### config.mk
export PLATFORM = sky130hd
export DESIGN_NAME = i2c_master_bit_engine
export DESIGN_NICKNAME = d
export VERILOG_FILES = /design/src/hw/rtl/i2cbe_pkg.sv /design/src/hw/rtl/i2cbe_seq.sv /design/src/hw/rtl/i2c_master_bit_engine.sv
export SDC_FILE = /design/constraint.sdc
export NUM_CORES = 1
export LEC_CHECK = 0
export BUFFER_PORTS_ARGS = -buffer_cell sky130_fd_sc_hd__clkbuf_2
export CAP_MARGIN = 20
export CORE_MARGIN = 1
export CORE_UTILIZATION = 59
export CTS_CLUSTER_DIAMETER = 150
export DETAILED_ROUTE_END_ITERATION = 8
export MAX_ROUTING_LAYER = met4
export PLACE_DENSITY = 0.88
export SYNTH_ARGS = -nofsm -noshare
export SYNTH_HDL_FRONTEND = slang
export SYNTH_SLANG_ARGS = --single-unit
### constraint.sdc
create_clock -name clk -period 3.9 [get_ports clk]
set_clock_uncertainty 0.1 [all_clocks]
set_input_delay 0.39 -clock clk [delete_from_list [all_inputs] [get_ports clk]]
set_output_delay 0.39 -clock clk [all_outputs]
set_load 0.005 [all_outputs]
### src/hw/rtl/i2cbe_pkg.sv
// Shared command codes, reset constant and result beat type for the I2C bit engine.
package i2cbe_pkg;

	localparam logic [2:0] CMD_IDLE  = 3'd0;
	localparam logic [2:0] CMD_START = 3'd1;
	localparam logic [2:0] CMD_STOP  = 3'd2;
	localparam logic [2:0] CMD_WRITE = 3'd3;
	localparam logic [2:0] CMD_READ  = 3'd4;
	localparam logic [2:0] CMD_ACK   = 3'd5;
	localparam logic [2:0] CMD_NACK  = 3'd6;
	localparam logic [2:0] CMD_WAIT  = 3'd7;

	localparam logic [7:0] HALF_PERIOD_RST = 8'd8;

	typedef struct packed {
		logic       scl_drive;
		logic       sda_drive;
		logic       busy_res;
		logic       done_res;
		logic [7:0] read_byte;
		logic       got_nack;
		logic       rejected;
	} res_t;

endpackage

### src/hw/rtl/i2cbe_seq.sv
// Command sequencer: phase, bit and tick bookkeeping and pin levels.
module i2cbe_seq (
	input  logic             clk,
	input  logic             arst_n,
	input  logic             acc,
	input  logic [2:0]       kind,
	input  logic [7:0]       write_byte,
	input  logic             sda_level,
	input  logic [7:0]       half_period,
	output i2cbe_pkg::res_t  res
);

	logic [2:0] cmd_q, cmd_d;
	logic [1:0] phase_q, phase_d;
	logic [2:0] bit_q, bit_d;
	logic [7:0] tick_q, tick_d;
	logic [7:0] shift_q, shift_d;
	logic [7:0] tx_q, tx_d;
	logic       nack_q, nack_d;
	logic       scl_q, scl_d;
	logic       sda_q, sda_d;
	logic       done_d;
	logic       rej_d;
	logic [7:0] hp;
	logic       last_tick;
	logic       last_phase;
	logic       last_bit;

	function automatic logic [1:0] apply_phase(input logic [2:0] c, input logic [1:0] p,
			input logic [2:0] b, input logic [7:0] tx, input logic scl, input logic sda);
		logic s_scl;
		logic s_sda;
		begin
			s_scl = scl;
			s_sda = sda;
			unique case (c)
				i2cbe_pkg::CMD_START: begin
					if (p == 2'd0) begin
						s_sda = 1'b1;
						s_scl = 1'b1;
					end else if (p == 2'd1) begin
						s_sda = 1'b0;
					end else begin
						s_scl = 1'b0;
					end
				end
				i2cbe_pkg::CMD_STOP: begin
					if (p == 2'd0) begin
						s_scl = 1'b0;
						s_sda = 1'b0;
					end else if (p == 2'd1) begin
						s_scl = 1'b1;
					end else begin
						s_sda = 1'b1;
					end
				end
				i2cbe_pkg::CMD_ACK, i2cbe_pkg::CMD_NACK, i2cbe_pkg::CMD_WAIT: begin
					if (p == 2'd0) begin
						s_sda = (c != i2cbe_pkg::CMD_ACK);
					end else if (p == 2'd1) begin
						s_scl = 1'b1;
					end else begin
						s_scl = 1'b0;
					end
				end
				i2cbe_pkg::CMD_WRITE: begin
					if (p == 2'd0) begin
						s_sda = tx[3'd7 - b];
					end else if (p == 2'd1) begin
						s_scl = 1'b1;
					end else begin
						s_scl = 1'b0;
						if (b == 3'd7) begin
							s_sda = 1'b1;
						end
					end
				end
				i2cbe_pkg::CMD_READ: begin
					s_scl = (p == 2'd0);
				end
				default: begin
				end
			endcase
			apply_phase = {s_scl, s_sda};
		end
	endfunction

	assign hp         = (half_period == 8'd0) ? 8'd1 : half_period;
	assign last_tick  = (tick_q >= hp - 8'd1);
	assign last_phase = (cmd_q == i2cbe_pkg::CMD_READ) ? (phase_q >= 2'd1) : (phase_q >= 2'd2);
	assign last_bit   = (cmd_q == i2cbe_pkg::CMD_WRITE || cmd_q == i2cbe_pkg::CMD_READ) ?
		(bit_q == 3'd7) : 1'b1;

	always_comb begin
		cmd_d   = cmd_q;
		phase_d = phase_q;
		bit_d   = bit_q;
		tick_d  = tick_q;
		shift_d = shift_q;
		tx_d    = tx_q;
		nack_d  = nack_q;
		scl_d   = scl_q;
		sda_d   = sda_q;
		done_d  = 1'b0;
		rej_d   = 1'b0;
		if (cmd_q == i2cbe_pkg::CMD_IDLE) begin
			if (kind != i2cbe_pkg::CMD_IDLE) begin
				cmd_d   = kind;
				phase_d = 2'd0;
				bit_d   = 3'd0;
				tick_d  = 8'd0;
				if (kind == i2cbe_pkg::CMD_WRITE) begin
					tx_d = write_byte;
				end
				if (kind == i2cbe_pkg::CMD_READ) begin
					shift_d = 8'd0;
				end
				{scl_d, sda_d} = apply_phase(kind, 2'd0, 3'd0, tx_d, scl_q, sda_q);
			end
		end else begin
			rej_d = (kind != i2cbe_pkg::CMD_IDLE);
			if (last_tick) begin
				tick_d = 8'd0;
				if (cmd_q == i2cbe_pkg::CMD_WAIT && phase_q == 2'd1) begin
					nack_d = sda_level;
				end
				if (cmd_q == i2cbe_pkg::CMD_READ && phase_q == 2'd0) begin
					shift_d = {shift_q[6:0], sda_level};
				end
				if (last_phase) begin
					phase_d = 2'd0;
					if (last_bit) begin
						if (cmd_q == i2cbe_pkg::CMD_ACK) begin
							sda_d = 1'b1;
						end
						cmd_d  = i2cbe_pkg::CMD_IDLE;
						bit_d  = 3'd0;
						done_d = 1'b1;
					end else begin
						bit_d = bit_q + 3'd1;
						{scl_d, sda_d} = apply_phase(cmd_q, 2'd0, bit_d, tx_q, scl_q, sda_q);
					end
				end else begin
					phase_d = phase_q + 2'd1;
					{scl_d, sda_d} = apply_phase(cmd_q, phase_d, bit_q, tx_q, scl_q, sda_q);
				end
			end else begin
				tick_d = tick_q + 8'd1;
			end
		end
	end

	always_ff @(posedge clk or negedge arst_n) begin
		if (!arst_n) begin
			cmd_q   <= i2cbe_pkg::CMD_IDLE;
			phase_q <= 2'd0;
			bit_q   <= 3'd0;
			tick_q  <= 8'd0;
			shift_q <= 8'd0;
			tx_q    <= 8'd0;
			nack_q  <= 1'b0;
			scl_q   <= 1'b1;
			sda_q   <= 1'b1;
		end else if (acc) begin
			cmd_q   <= cmd_d;
			phase_q <= phase_d;
			bit_q   <= bit_d;
			tick_q  <= tick_d;
			shift_q <= shift_d;
			tx_q    <= tx_d;
			nack_q  <= nack_d;
			scl_q   <= scl_d;
			sda_q   <= sda_d;
		end
	end

	always_comb begin
		res.scl_drive = scl_d;
		res.sda_drive = sda_d;
		res.busy_res  = (cmd_d != i2cbe_pkg::CMD_IDLE);
		res.done_res  = done_d;
		res.read_byte = shift_d;
		res.got_nack  = nack_d;
		res.rejected  = rej_d;
	end

	a_done_from_busy: assert property (@(posedge clk) disable iff (!arst_n)
		done_d |-> (cmd_q != i2cbe_pkg::CMD_IDLE))
		else $error("done without an active command");

	a_cmd_starts: assert property (@(posedge clk) disable iff (!arst_n)
		(acc && cmd_q == i2cbe_pkg::CMD_IDLE && kind != i2cbe_pkg::CMD_IDLE)
		|=> (cmd_q != i2cbe_pkg::CMD_IDLE))
		else $error("command did not start");

	a_idle_clean: assert property (@(posedge clk) disable iff (!arst_n)
		(cmd_q == i2cbe_pkg::CMD_IDLE) |-> (phase_q == 2'd0 && bit_q == 3'd0 && tick_q == 8'd0))
		else $error("counters not cleared while idle");

	a_rej_busy: assert property (@(posedge clk) disable iff (!arst_n)
		rej_d |-> (cmd_q != i2cbe_pkg::CMD_IDLE))
		else $error("reject while idle");

endmodule

### src/hw/rtl/i2c_master_bit_engine.sv
// Top level of the I2C master bit engine: config register, sequencer, result buffering.
// A result beat goes into the result register, or into the skid entry while out_stall holds the result register.
// Throughput: one input beat per cycle while in_stall is low; the sequencer state updates in a single pass.
// A two-entry output buffer (result register plus skid) absorbs one input beat while out_stall holds the result.
// Reset: arst_n clears the sequencer to idle with SCL and SDA released and half period 8 ticks.
// Input stalls only while the skid entry holds a beat.
module i2c_master_bit_engine (
	input  logic       clk,
	input  logic       arst_n,
	input  logic       cfg_wen,
	input  logic [7:0] cfg_wdata,
	input  logic       in_valid,
	output logic       in_stall,
	input  logic [2:0] kind,
	input  logic [7:0] write_byte,
	input  logic       sda_level,
	output logic       out_valid,
	input  logic       out_stall,
	output logic       scl_drive,
	output logic       sda_drive,
	output logic       busy_res,
	output logic       done_res,
	output logic [7:0] read_byte,
	output logic       got_nack,
	output logic       rejected
);

	logic [7:0]      half_period_q;
	logic            acc;
	logic            pop;
	i2cbe_pkg::res_t res;
	i2cbe_pkg::res_t out_q;
	i2cbe_pkg::res_t skid_q;
	logic            out_valid_q;
	logic            skid_valid_q;

	assign in_stall = skid_valid_q;
	assign acc      = in_valid && !in_stall;
	assign pop      = out_valid_q && !out_stall;

	always_ff @(posedge clk or negedge arst_n) begin
		if (!arst_n) begin
			half_period_q <= i2cbe_pkg::HALF_PERIOD_RST;
		end else if (cfg_wen) begin
			half_period_q <= cfg_wdata;
		end
	end

	i2cbe_seq u_seq (
		.clk         (clk),
		.arst_n      (arst_n),
		.acc         (acc),
		.kind        (kind),
		.write_byte  (write_byte),
		.sda_level   (sda_level),
		.half_period (half_period_q),
		.res         (res)
	);

	always_ff @(posedge clk or negedge arst_n) begin
		if (!arst_n) begin
			out_valid_q  <= 1'b0;
			skid_valid_q <= 1'b0;
		end else if (skid_valid_q) begin
			if (pop) begin
				out_valid_q  <= 1'b1;
				skid_valid_q <= 1'b0;
			end
		end else if (acc) begin
			if (!out_valid_q || pop) begin
				out_valid_q <= 1'b1;
			end else begin
				skid_valid_q <= 1'b1;
			end
		end else if (pop) begin
			out_valid_q <= 1'b0;
		end
	end

	always_ff @(posedge clk) begin
		if (skid_valid_q) begin
			if (pop) begin
				out_q <= skid_q;
			end
		end else if (acc) begin
			if (!out_valid_q || pop) begin
				out_q <= res;
			end else begin
				skid_q <= res;
			end
		end
	end

	assign out_valid = out_valid_q;
	assign scl_drive = out_q.scl_drive;
	assign sda_drive = out_q.sda_drive;
	assign busy_res  = out_q.busy_res;
	assign done_res  = out_q.done_res;
	assign read_byte = out_q.read_byte;
	assign got_nack  = out_q.got_nack;
	assign rejected  = out_q.rejected;

	a_skid_behind_out: assert property (@(posedge clk) disable iff (!arst_n)
		skid_valid_q |-> out_valid_q)
		else $error("skid holds a beat with the result register empty");

	a_skid_fill: assert property (@(posedge clk) disable iff (!arst_n)
		$rose(skid_valid_q) |-> $past(acc && out_valid_q && out_stall))
		else $error("skid filled without a stalled result");

	a_out_drain: assert property (@(posedge clk) disable iff (!arst_n)
		$fell(out_valid_q) |-> $past(pop && !acc))
		else $error("result beat dropped without being taken");

endmodule
==> metrics.cfg, run 1 <==
[route]
dr.pass1.iters = 5
finalWirelength_um = 8280
drtIter0Drc = 241
ant_nets = 0
vias = 3101
routedWlPerCell_um = 16.3
vias_per_cell = 6.12
drc = 0

[clock_network]
cts_root_buffer = clkbuf_8
cts_tree = built
clkSlewWorstSetupHoldPaths_ps = 80
clock_sinks = 73
clockBufferDepth = 2
cts.htree.levels = 3
cts_buffers = 9
clk_latency_ps = 360

[sta]
worst_pin_slew_ps = 858
setup-violations-final = 0
rsz0062_at_grt = false
slew-limit-headroom_pct = 42.8
fmaxAchievable_ghz = 0.277
final_hold_viol_count = 0
finalWorstSetupSlack_ps = 292
setup_tns_ps = 0
min_period_ps = 3610
drv_slew = 0
whs_ps = 14.8
period_share_pct = 92.5

[die]
ios = 41
coreArea_sq_mm = 0.00679
dieWidth_um = 85.7
design.die.area_sq_mm = 0.00734
start_util_pct = 60.8
die_h_um = 85.7
rows = 30

[grt]
grt_max_degree = 46
met3_usage_pct = 4.43
busiest_layer = met2
grtUsageMet2_pct = 39.0
gr-total-overflow = 0
grt_pass1_wl_um = 13600
grt_usage_pct = 24.8
grt_util_met1_pct = 31.6
grt_pass1_vias = 2934
antenna_found_initial = 0

[logic_synthesis]
synth_flop_cell = dfrtp_1
synth_area_sq_mm = 0.00413
ys_seq_area_share_pct = 47.7
syn_avg_cell_area_sq_um = 11.3
synth_nets = 409
ys_async_sr_fraction_pct = 61.6
ys_warn_count = 0
ys_ff_latch = 73
synth_edf_count = 28
yosysTopAreaCellShare_pct = 25.4
synth_cell_type_count = 63
synthTopCellsByArea = dfrtp_1 25%, edfxtp_1 20%, a22o_1 5.9%, mux2_2 5.5%, ha_1 5.1%
synth.largest_area_cell = dfrtp_1
netlist_instances = 367

[job]
cap_violations = 0

[run_status]
status = complete, no violations

[final_layout]
multi_input_area_sq_mm = 0.00203
fin_util_pct = 67.9
drive_gt1_share_pct = 24.8
regArea_sq_mm = 0.00197
layout_common_cells = 42 x dfrtp_1, 40 x clkbuf_2, 28 x a22o_1, 28 x edfxtp_1
synthToLayoutAreaGrowth_pct = 11.7
final_common_cell = dfrtp_1
nets = 448
fill_cells = 502
antenna_cells = 0

[placement]
dp_hpwl_um = 6020
routabilityCongestion = 0.962
port-buffer-count = 40
pre_cts_ws_ps = 230

[pwr]
p_clk_share_pct = 18.5
comb_power_share_pct = 38.9
switching_share_pct = 39.2
fin_total_pwr_mw = 3.02
p_int_mw = 1.84
vdd_drop_max_mv = 0.389
power_density_mw_per_mm2 = 655
leakage_nw = 2.00
p_sw_mw = 1.18
pwr-share-seq_pct = 42.6

[setup_path]
r2r-end = got_nack
path_class = reg2reg
endpoint = got_nack
reg2reg_slack_ps = 290
ff2ff_path_depth = 13
crit_start = half_period_q[5]
cp.arrival_ps = 3630
cp.required_ps = 3920
endpoint_kind = flop
reg2reg_from = half_period_q[5]
worstPathMaxFanout = 10
crit_path_start_kind = flop

[min_path]
hold_path_class = in2async

==> power by group through the flow <==
stage	Combinational (mW)	Sequential [mW]	Clock (mW)
final	1.18	1.29	0.559
after global routing	1.29	1.32	0.594
after CTS	1.17	1.28	0.567
after detailed placement	1.16	1.30	0
after global placement	1.11	1.29	0
after floorplan	0.936	1.19	0
==> Yosys cell counts (all sizes together) (5+ instances only) <==
master	number
nand3	6
mux2i	6
mux2	23
nand2b	5
o21ai	21
nor2	22
clkbuf	10
nor2b	18
dfrtp	42
edfxtp	28
ha	17
a21o	7
inv	15
a21oi	16
a22o	28
and3	5
buf	7
nor3	12
nand2	22
==> routing by layer <==
| layer | vias to the layer above | part of all wire, % |
|---|---|---|
| li1 | 1468 | - |
| met1 | 1499 | 44 |
| met2 | 111 | 48 |
| met3 | 23 | 5.3 |
| met4 | 0 | 2.2 |
| met5 | - | 0 |
==> through the flow <==
| stage | instance area, sq um | instances |
|---|---|---|
| 2_1_floorplan | 4130 | 367 |
| 3_3_place_gp | 4400 | 490 |
| 4_1_cts | 4580 | 506 |
| 5_1_grt | 4610 | 507 |
| 3_5_place_dp | 4400 | 490 |
| 6_report | 4610 | 507 |
==> cell type report <==
type / count / area share [%]
multi-input cells: 262 / 44.0
flip-flops and latches: 73 / 42.7
repair buffers: 45 / 5.42
clock buffers: 9 / 2.69
well taps: 96 / 2.60
clock inverters: 7 / 1.33
inverters: 15 / 1.22
==> worst min-delay path by stage <==
| stage | startpoint | to | slack (ps) | cells after the start |
|---|---|---|---|---|
| after floorplan | arst_n | half_period_q[0] | -6 | 0 |
| after global placement | u_seq.nack_q | u_seq.nack_q | 390 | 1 |
| after detailed placement | u_seq.nack_q | u_seq.nack_q | 420 | 1 |
| after CTS | arst_n | u_seq.tx_q[3] | 40 | 2 |
| after global routing | arst_n | u_seq.tx_q[0] | 70 | 2 |
| final | arst_n | u_seq.tx_q[2] | 10 | 2 |
==> registers in the layout (all words and copies together) (netlist names) <==
| signal | cells |
|---|---|
| busy_res | 1 |
| done_res | 1 |
| got_nack | 1 |
| half_period_q | 8 |
| in_stall | 1 |
| out_valid | 1 |
| read_byte | 8 |
| rejected | 1 |
| scl_drive | 1 |
| sda_drive | 1 |
| skid_q | 14 |
| u_seq.bit_q | 3 |
| u_seq.cmd_q | 3 |
| u_seq.nack_q | 1 |
| u_seq.phase_q | 2 |
| u_seq.scl_q | 1 |
| u_seq.sda_q | 1 |
| u_seq.shift_q | 8 |
| u_seq.tick_q | 8 |
| u_seq.tx_q | 8 |
==> critical path, cell delays in order, from the launching register on <==
cell	delay (ps)
dfrtp_1	420
nor4_2	340
nand2_1	110
nor2_1	150
nor2_1	100
ha_1	230
xnor2_1	150
ha_1	320
nand2_1	70
o21ai_1	230
a41oi_4	250
nor3_1	270
mux2_2	370
mux2_2	260
==> cell families (layout without fill, tap and decap cells) <==
family	Yosys count	in the layout	synth area share [%]
AOI/OAI and AO/OA	101	101	18.8
xor gates and xnor gates	5	5	1.06
adders and majority gates	17	17	5.15
buffers and inverters	32	76	3.36
DFF	73	73	47.7
muxes	32	32	9.54
and+or+nand+nor	107	107	14.3
==> what timing repair did <==
item / in CTS / in global routing
buffers inserted: 0 / 1
hold buffers: 0 / 0
setup endpoints to repair: 0 / 21
gates resized for setup: 0 / 2
(Power assumes the default switching activity.)
==> inputs of run 2 (changes only) <==
--- a/config.mk
+++ b/config.mk
@@ -5,7 +5,7 @@
 export SDC_FILE = /design/constraint.sdc
 export NUM_CORES = 1
 export LEC_CHECK = 0
-export BUFFER_PORTS_ARGS = -buffer_cell sky130_fd_sc_hd__clkbuf_2
+export BUFFER_PORTS_ARGS = -buffer_cell sky130_fd_sc_hd__buf_2
 export CAP_MARGIN = 20
 export CORE_MARGIN = 1
 export CORE_UTILIZATION = 59
==> run 2 against run 1 <==
Net effect: non-clock buffer count did not move; combinational power barely moved; critical path depth rose by 1; highest routed layer unchanged.
==> metrics.cfg, run 2 (synthesized netlist as in run 1, its figures left out) <==
[sta]
setup_tns_ps = 0  ; unchanged
slew-limit-headroom_pct = 42.5  ; -0.31 points
period_share_pct = 93.5  ; +0.94 points
rsz0062_at_grt = false
finalWorstSetupSlack_ps = 255  ; -36.6 ps
setup-violations-final = 0  ; unchanged
fmaxAchievable_ghz = 0.274  ; -1.0%
whs_ps = 144  ; +129 ps
drv_slew = 0  ; unchanged
min_period_ps = 3640  ; +36.6 ps
final_hold_viol_count = 0  ; unchanged
worst_pin_slew_ps = 863  ; +4.65 ps

[final_layout]
stdcell_area_sq_mm = 0.00462  ; +0.11%
drive_gt1_share_pct = 24.8  ; unchanged
fin_util_pct = 68.0  ; +0.074 points
synthToLayoutAreaGrowth_pct = 11.8
antenna_cells = 0  ; unchanged
fill_cells = 511  ; +1.8%
multi_input_area_sq_mm = 0.00203  ; +0.12%
layout_common_cells = 42 x dfrtp_1, 40 x buf_2, 28 x a22o_1, 28 x edfxtp_1, 22 x nand2_1
largest_reg_flops = 14  ; unchanged
nets = 448  ; unchanged
final_common_cell = dfrtp_1
finalNonFillerCells = 507  ; unchanged
regMostFlops = skid_q
regArea_sq_mm = 0.00197  ; unchanged

[route]
vias_per_cell = 6.07  ; -0.81%
routedWlPerCell_um = 16.0  ; -2.1%
drtIter0Drc = 247  ; +2.5%
ant_nets = 0  ; unchanged
drc = 0  ; unchanged
vias = 3076  ; -0.81%
finalWirelength_um = 8110  ; -2.1%
dr.pass1.iters = 4  ; -1

[placement]
dp_hpwl_um = 5890  ; -2.1%
routabilityCongestion = 0.966  ; +0.42%
dp_cells = 489  ; -0.20%
port-buffer-count = 40  ; unchanged
placed_area_sq_mm = 0.00439  ; -0.17%
pre_cts_ws_ps = 212  ; -18.1 ps

[job]
cap_violations = 0  ; unchanged

[pwr]
leakage_nw = 1.99  ; -0.34%
fin_total_pwr_mw = 3.00  ; -0.72%
power_density_mw_per_mm2 = 650  ; -0.83%
vdd_drop_max_mv = 0.324  ; -17%

[grt]
grt_usage_pct = 24.4  ; -0.38 points
grt_max_degree = 46  ; unchanged
grt_pass1_wl_um = 13500  ; -1.2%
gr-total-overflow = 0  ; unchanged
grt_pass1_vias = 2891  ; -1.5%
antenna_found_initial = 0  ; unchanged

[die]
start_util_pct = 60.8  ; unchanged
die_h_um = 85.7  ; unchanged
coreArea_sq_mm = 0.00679  ; unchanged
dieWidth_um = 85.7  ; unchanged
ios = 41  ; unchanged
rows = 30  ; unchanged
design.die.area_sq_mm = 0.00734  ; unchanged

[setup_path]
crit_path_start_kind = flop
cp.arrival_ps = 3650  ; +20 ps
endpoint_kind = flop
cp.required_ps = 3910  ; about the same
path_class = reg2reg
worstPathMaxFanout = 10  ; unchanged

[clock_network]
cts_root_buffer = clkbuf_8
cts_tree = built
clockBufferDepth = 2  ; unchanged
clkSlewWorstSetupHoldPaths_ps = 90  ; about the same
cts_buffers = 9  ; unchanged
clock_sinks = 73  ; unchanged
clk_latency_ps = 360  ; about the same
cts.htree.levels = 3  ; unchanged

[run_status]
status = complete, no violations

[min_path]
hold_path_class = in2reg

run 2: changes by cell type in the layout (fill, tap and decap cells not counted):
cell | before | now
buf_2 | 0 | 40
dlygate4sd3_1 | 0 | 1
nor2_2 | 0 | 1
buf_4 | 4 | 3
nor2_1 | 22 | 21
clkbuf_2 | 40 | 0
run 2: metal layers:
layer	track usage, %	vias up	share of wire (%)
li1	-	1457	-
met1	31.5	1509	44
met2	38.4	94	49
met3	5.00	16	4.5
met4	9.09	0	1.6
met5	-	-	0
run 2: path summary, 6_finish.rpt:
path                                    end              from  slack [ps]  cells past startpoint
hold / removal             half_period_q[1]      cfg_wdata[1]         140                      3
hold reg to reg               u_seq.tx_q[5]     u_seq.tx_q[5]         440                      1
setup reg to reg                  scl_drive  half_period_q[5]         260                     14
setup / recovery                  scl_drive  half_period_q[5]         260                     14
max in group asynchronous       u_seq.scl_q            arst_n        2890                      3
min in group asynchronous     u_seq.tx_q[2]            arst_n         300                      2
run 2: layout make-up:
cell class / instances / share of cell area (%)
clock buffers: 9 / 2.68
multi-input cells: 262 / 44.0
flip-flops and latches: 73 / 42.7
clock inverters: 7 / 1.33
inverters: 15 / 1.22
well taps: 96 / 2.60
repair buffers: 45 / 5.47
run 2: where the power goes:
group / internal, mW / switching [mW]
logic: 0.553 / 0.606
clock network: 0.242 / 0.312
registers: 1.04 / 0.247
total: 1.84 / 1.16
run 2: critical path, stage by stage, from the launching register on:
cell      delay (ps)
dfrtp_1          420
nor4_2           380
nand2_1          120
nor2_1           150
nor2_1            90
ha_1             230
nand2_1           90
xor2_1           150
ha_1             290
a21oi_1          180
o21ai_1          100
a41oi_4          390
nand2b_1         260
o311ai_4         130
mux2_1           310
run 2: what timing repair did:
item,in CTS,in global routing
resized for setup,0,3
endpoints found under the setup margin,0,24
buffers inserted,0,0
hold endpoints to repair,0,5
hold buffers,0,1
==> inputs of run 3 (changes only) <==
--- a/config.mk
+++ b/config.mk
@@ -5,12 +5,13 @@
 export SDC_FILE = /design/constraint.sdc
 export NUM_CORES = 1
 export LEC_CHECK = 0
-export BUFFER_PORTS_ARGS = -buffer_cell sky130_fd_sc_hd__buf_2
 export CAP_MARGIN = 20
 export CORE_MARGIN = 1
-export CORE_UTILIZATION = 59
+export CORE_UTILIZATION = 64
 export CTS_CLUSTER_DIAMETER = 150
 export DETAILED_ROUTE_END_ITERATION = 8
+export DONT_BUFFER_PORTS = 1
+export HOLD_SLACK_MARGIN = 0.03
 export MAX_ROUTING_LAYER = met4
 export PLACE_DENSITY = 0.88
 export SYNTH_ARGS = -nofsm -noshare
==> run 3 against run 2 <==
Net effect: hold slack got worse by 96 ps; sequential power about the same; setup slack got worse by 39 ps; clock power increased by 8.6%; register-to-register slack got worse by 40 ps; final cell count decreased by 11%; sequential share of layout area increased by 1.5 points; power increased by 2.6%; maximum frequency decreased by 1.1%; critical path type unchanged; combinational power about the same; non-clock buffer count decreased by 34; die area decreased by 7.6%.
==> metrics.cfg, run 3 (synthesized netlist as in run 1, its figures left out) <==
[setup_path]
reg2reg_from = half_period_q[4]
r2r-end = skid_q[4]
endpoint_kind = flop
path_class = reg2reg
ff2ff_path_depth = 15  ; +1
cp.arrival_ps = 3820  ; +170 ps
cp.required_ps = 4040  ; +130 ps
worstPathMaxFanout = 10  ; unchanged
reg2reg_slack_ps = 220  ; -40 ps
crit_path_start_kind = flop

[final_layout]
fin_util_pct = 73.5  ; +5.6 points
regMostFlops = skid_q
final_common_cell = dfrtp_1
finalNonFillerCells = 452  ; -11%
stdcell_area_sq_mm = 0.00446  ; -3.5%
antenna_cells = 0  ; unchanged
multi_input_area_sq_mm = 0.00202  ; -0.62%
nets = 414  ; -7.6%
fill_cells = 400  ; -22%
synthToLayoutAreaGrowth_pct = 7.91
largest_reg_flops = 14  ; unchanged
drive_gt1_share_pct = 16.7  ; -8.1 points
regArea_sq_mm = 0.00197  ; unchanged
layout_common_cells = 42 x dfrtp_1, 28 x a22o_1, 28 x edfxtp_1

[route]
ant_nets = 0  ; unchanged
vias_per_cell = 6.81  ; +12%
routedWlPerCell_um = 20.1  ; +26%
drtIter0Drc = 299  ; +21%
vias = 3080  ; +0.13%
drc = 0  ; unchanged
dr.pass1.iters = 5  ; +1
finalWirelength_um = 9080  ; +12%

[grt]
grt_usage_pct = 30.2  ; +5.8 points
grt_max_degree = 46  ; unchanged
grt_pass1_wl_um = 14400  ; +7.1%
grt_pass1_vias = 3040  ; +5.2%
antenna_found_initial = 0  ; unchanged
gr-total-overflow = 0  ; unchanged

[sta]
min_period_ps = 3680  ; +39.0 ps
slew-limit-headroom_pct = 37.9  ; -4.5 points
worst_pin_slew_ps = 931  ; +68.1 ps
fmaxAchievable_ghz = 0.271  ; -1.1%
drv_slew = 0  ; unchanged
setup_tns_ps = 0  ; unchanged
setup-violations-final = 0  ; unchanged
final_hold_viol_count = 0  ; unchanged
period_share_pct = 94.5  ; +1.0 points

[die]
die_h_um = 82.3  ; -3.9%
rows = 28  ; -6.7%
design.die.area_sq_mm = 0.00678  ; -7.6%
ios = 41  ; unchanged
coreArea_sq_mm = 0.00606  ; -11%
dieWidth_um = 82.3  ; -3.9%
start_util_pct = 68.1  ; +7.4 points

[pwr]
vdd_drop_max_mv = 0.475  ; +47%
fin_total_pwr_mw = 3.08  ; +2.6%
power_density_mw_per_mm2 = 691  ; +6.3%
leakage_nw = 1.87  ; -6.0%

[clock_network]
clock_sinks = 73  ; unchanged
cts.htree.levels = 3  ; unchanged
cts_buffers = 9  ; unchanged
cts_tree = built
cts_root_buffer = clkbuf_8
clkSlewWorstSetupHoldPaths_ps = 80  ; about the same
clk_latency_ps = 370  ; about the same
clockBufferDepth = 2  ; unchanged

[placement]
dp_cells = 431  ; -12%
dp_hpwl_um = 6040  ; +2.5%
routabilityCongestion = 0.912  ; -5.6%
placed_area_sq_mm = 0.00419  ; -4.6%
port-buffer-count = 0  ; -100%

[job]
cap_violations = 0  ; unchanged

[min_path]
min_to = half_period_q[1]
hold_path_class = in2reg
worstHoldPathCells = 2  ; -1
hold_path.startpoint = cfg_wen

[run_status]
status = complete, no violations

run 3: worst max path at each step:
| stage | start | slack [ps] | to | cells past startpoint |
|---|---|---|---|---|
| 2_1_floorplan | half_period_q[5] | 640 | scl_drive | 14 |
| 3_5_place_dp | half_period_q[5] | 210 | skid_q[4] | 15 |
| 5_1_grt | half_period_q[4] | -10 | skid_q[3] | 15 |
| 4_1_cts | half_period_q[4] | 160 | skid_q[4] | 15 |
| 6_report | half_period_q[4] | 220 | skid_q[4] | 15 |
| 3_3_place_gp | half_period_q[4] | 440 | skid_q[9] | 15 |
run 3: repair_timing:
action                                  4_1_cts  5_1_grt
hold buffers                                  3        0
endpoints found under the setup margin        0       20
setup buffers                                 0        2
gates resized for setup                       0        0
hold endpoints to repair                     46        0
run 3: final cells by class:
cell class              count  share of cell area [%]
multi-input cells         262                    45.3
flip-flops and latches     73                    44.2
clock buffers              10                    2.86
repair buffers             11                    2.70
well taps                  75                    2.11
clock inverters             6                    1.52
inverters                  15                    1.26
run 3: worst max-delay path, cell delays in order (launching register included):
cell     delay (ps)
dfrtp_1         420
nor4_1          400
nand2_1         120
nor2_1          150
nor2_1          100
ha_1            240
nand2_1          90
xor2_1          160
ha_1            290
a21oi_1         170
o21ai_1         120
a41oi_4         320
nor2_1          140
o21ai_2         330
buf_4           240
a22o_1          140
run 3: per-stage QoR:
| step | hold WS, ps | setup WS [ps] |
|---|---|---|
| 6_report | 48.5 | 216 |
| 3_3_place_gp | -4.78 | 444 |
| 5_1_grt | 65.3 | -11.9 |
| 3_5_place_dp | -4.82 | 208 |
| 4_1_cts | 53.8 | 159 |
| 2_1_floorplan | -5.59 | 640 |
run 3: per-layer routing:
layer	up-vias	GRT usage, %	part of all wire (%)
li1	1396	-	-
met1	1496	36.6	40
met2	157	48.7	49
met3	31	6.37	8.3
met4	0	13.7	3.1
met5	-	-	0
run 3: power breakdown:
group          switching (mW)  internal [mW]  total [mW]
Sequential              0.271           1.04        1.31
Combinational           0.617          0.544        1.16
Clock                   0.305          0.298       0.603
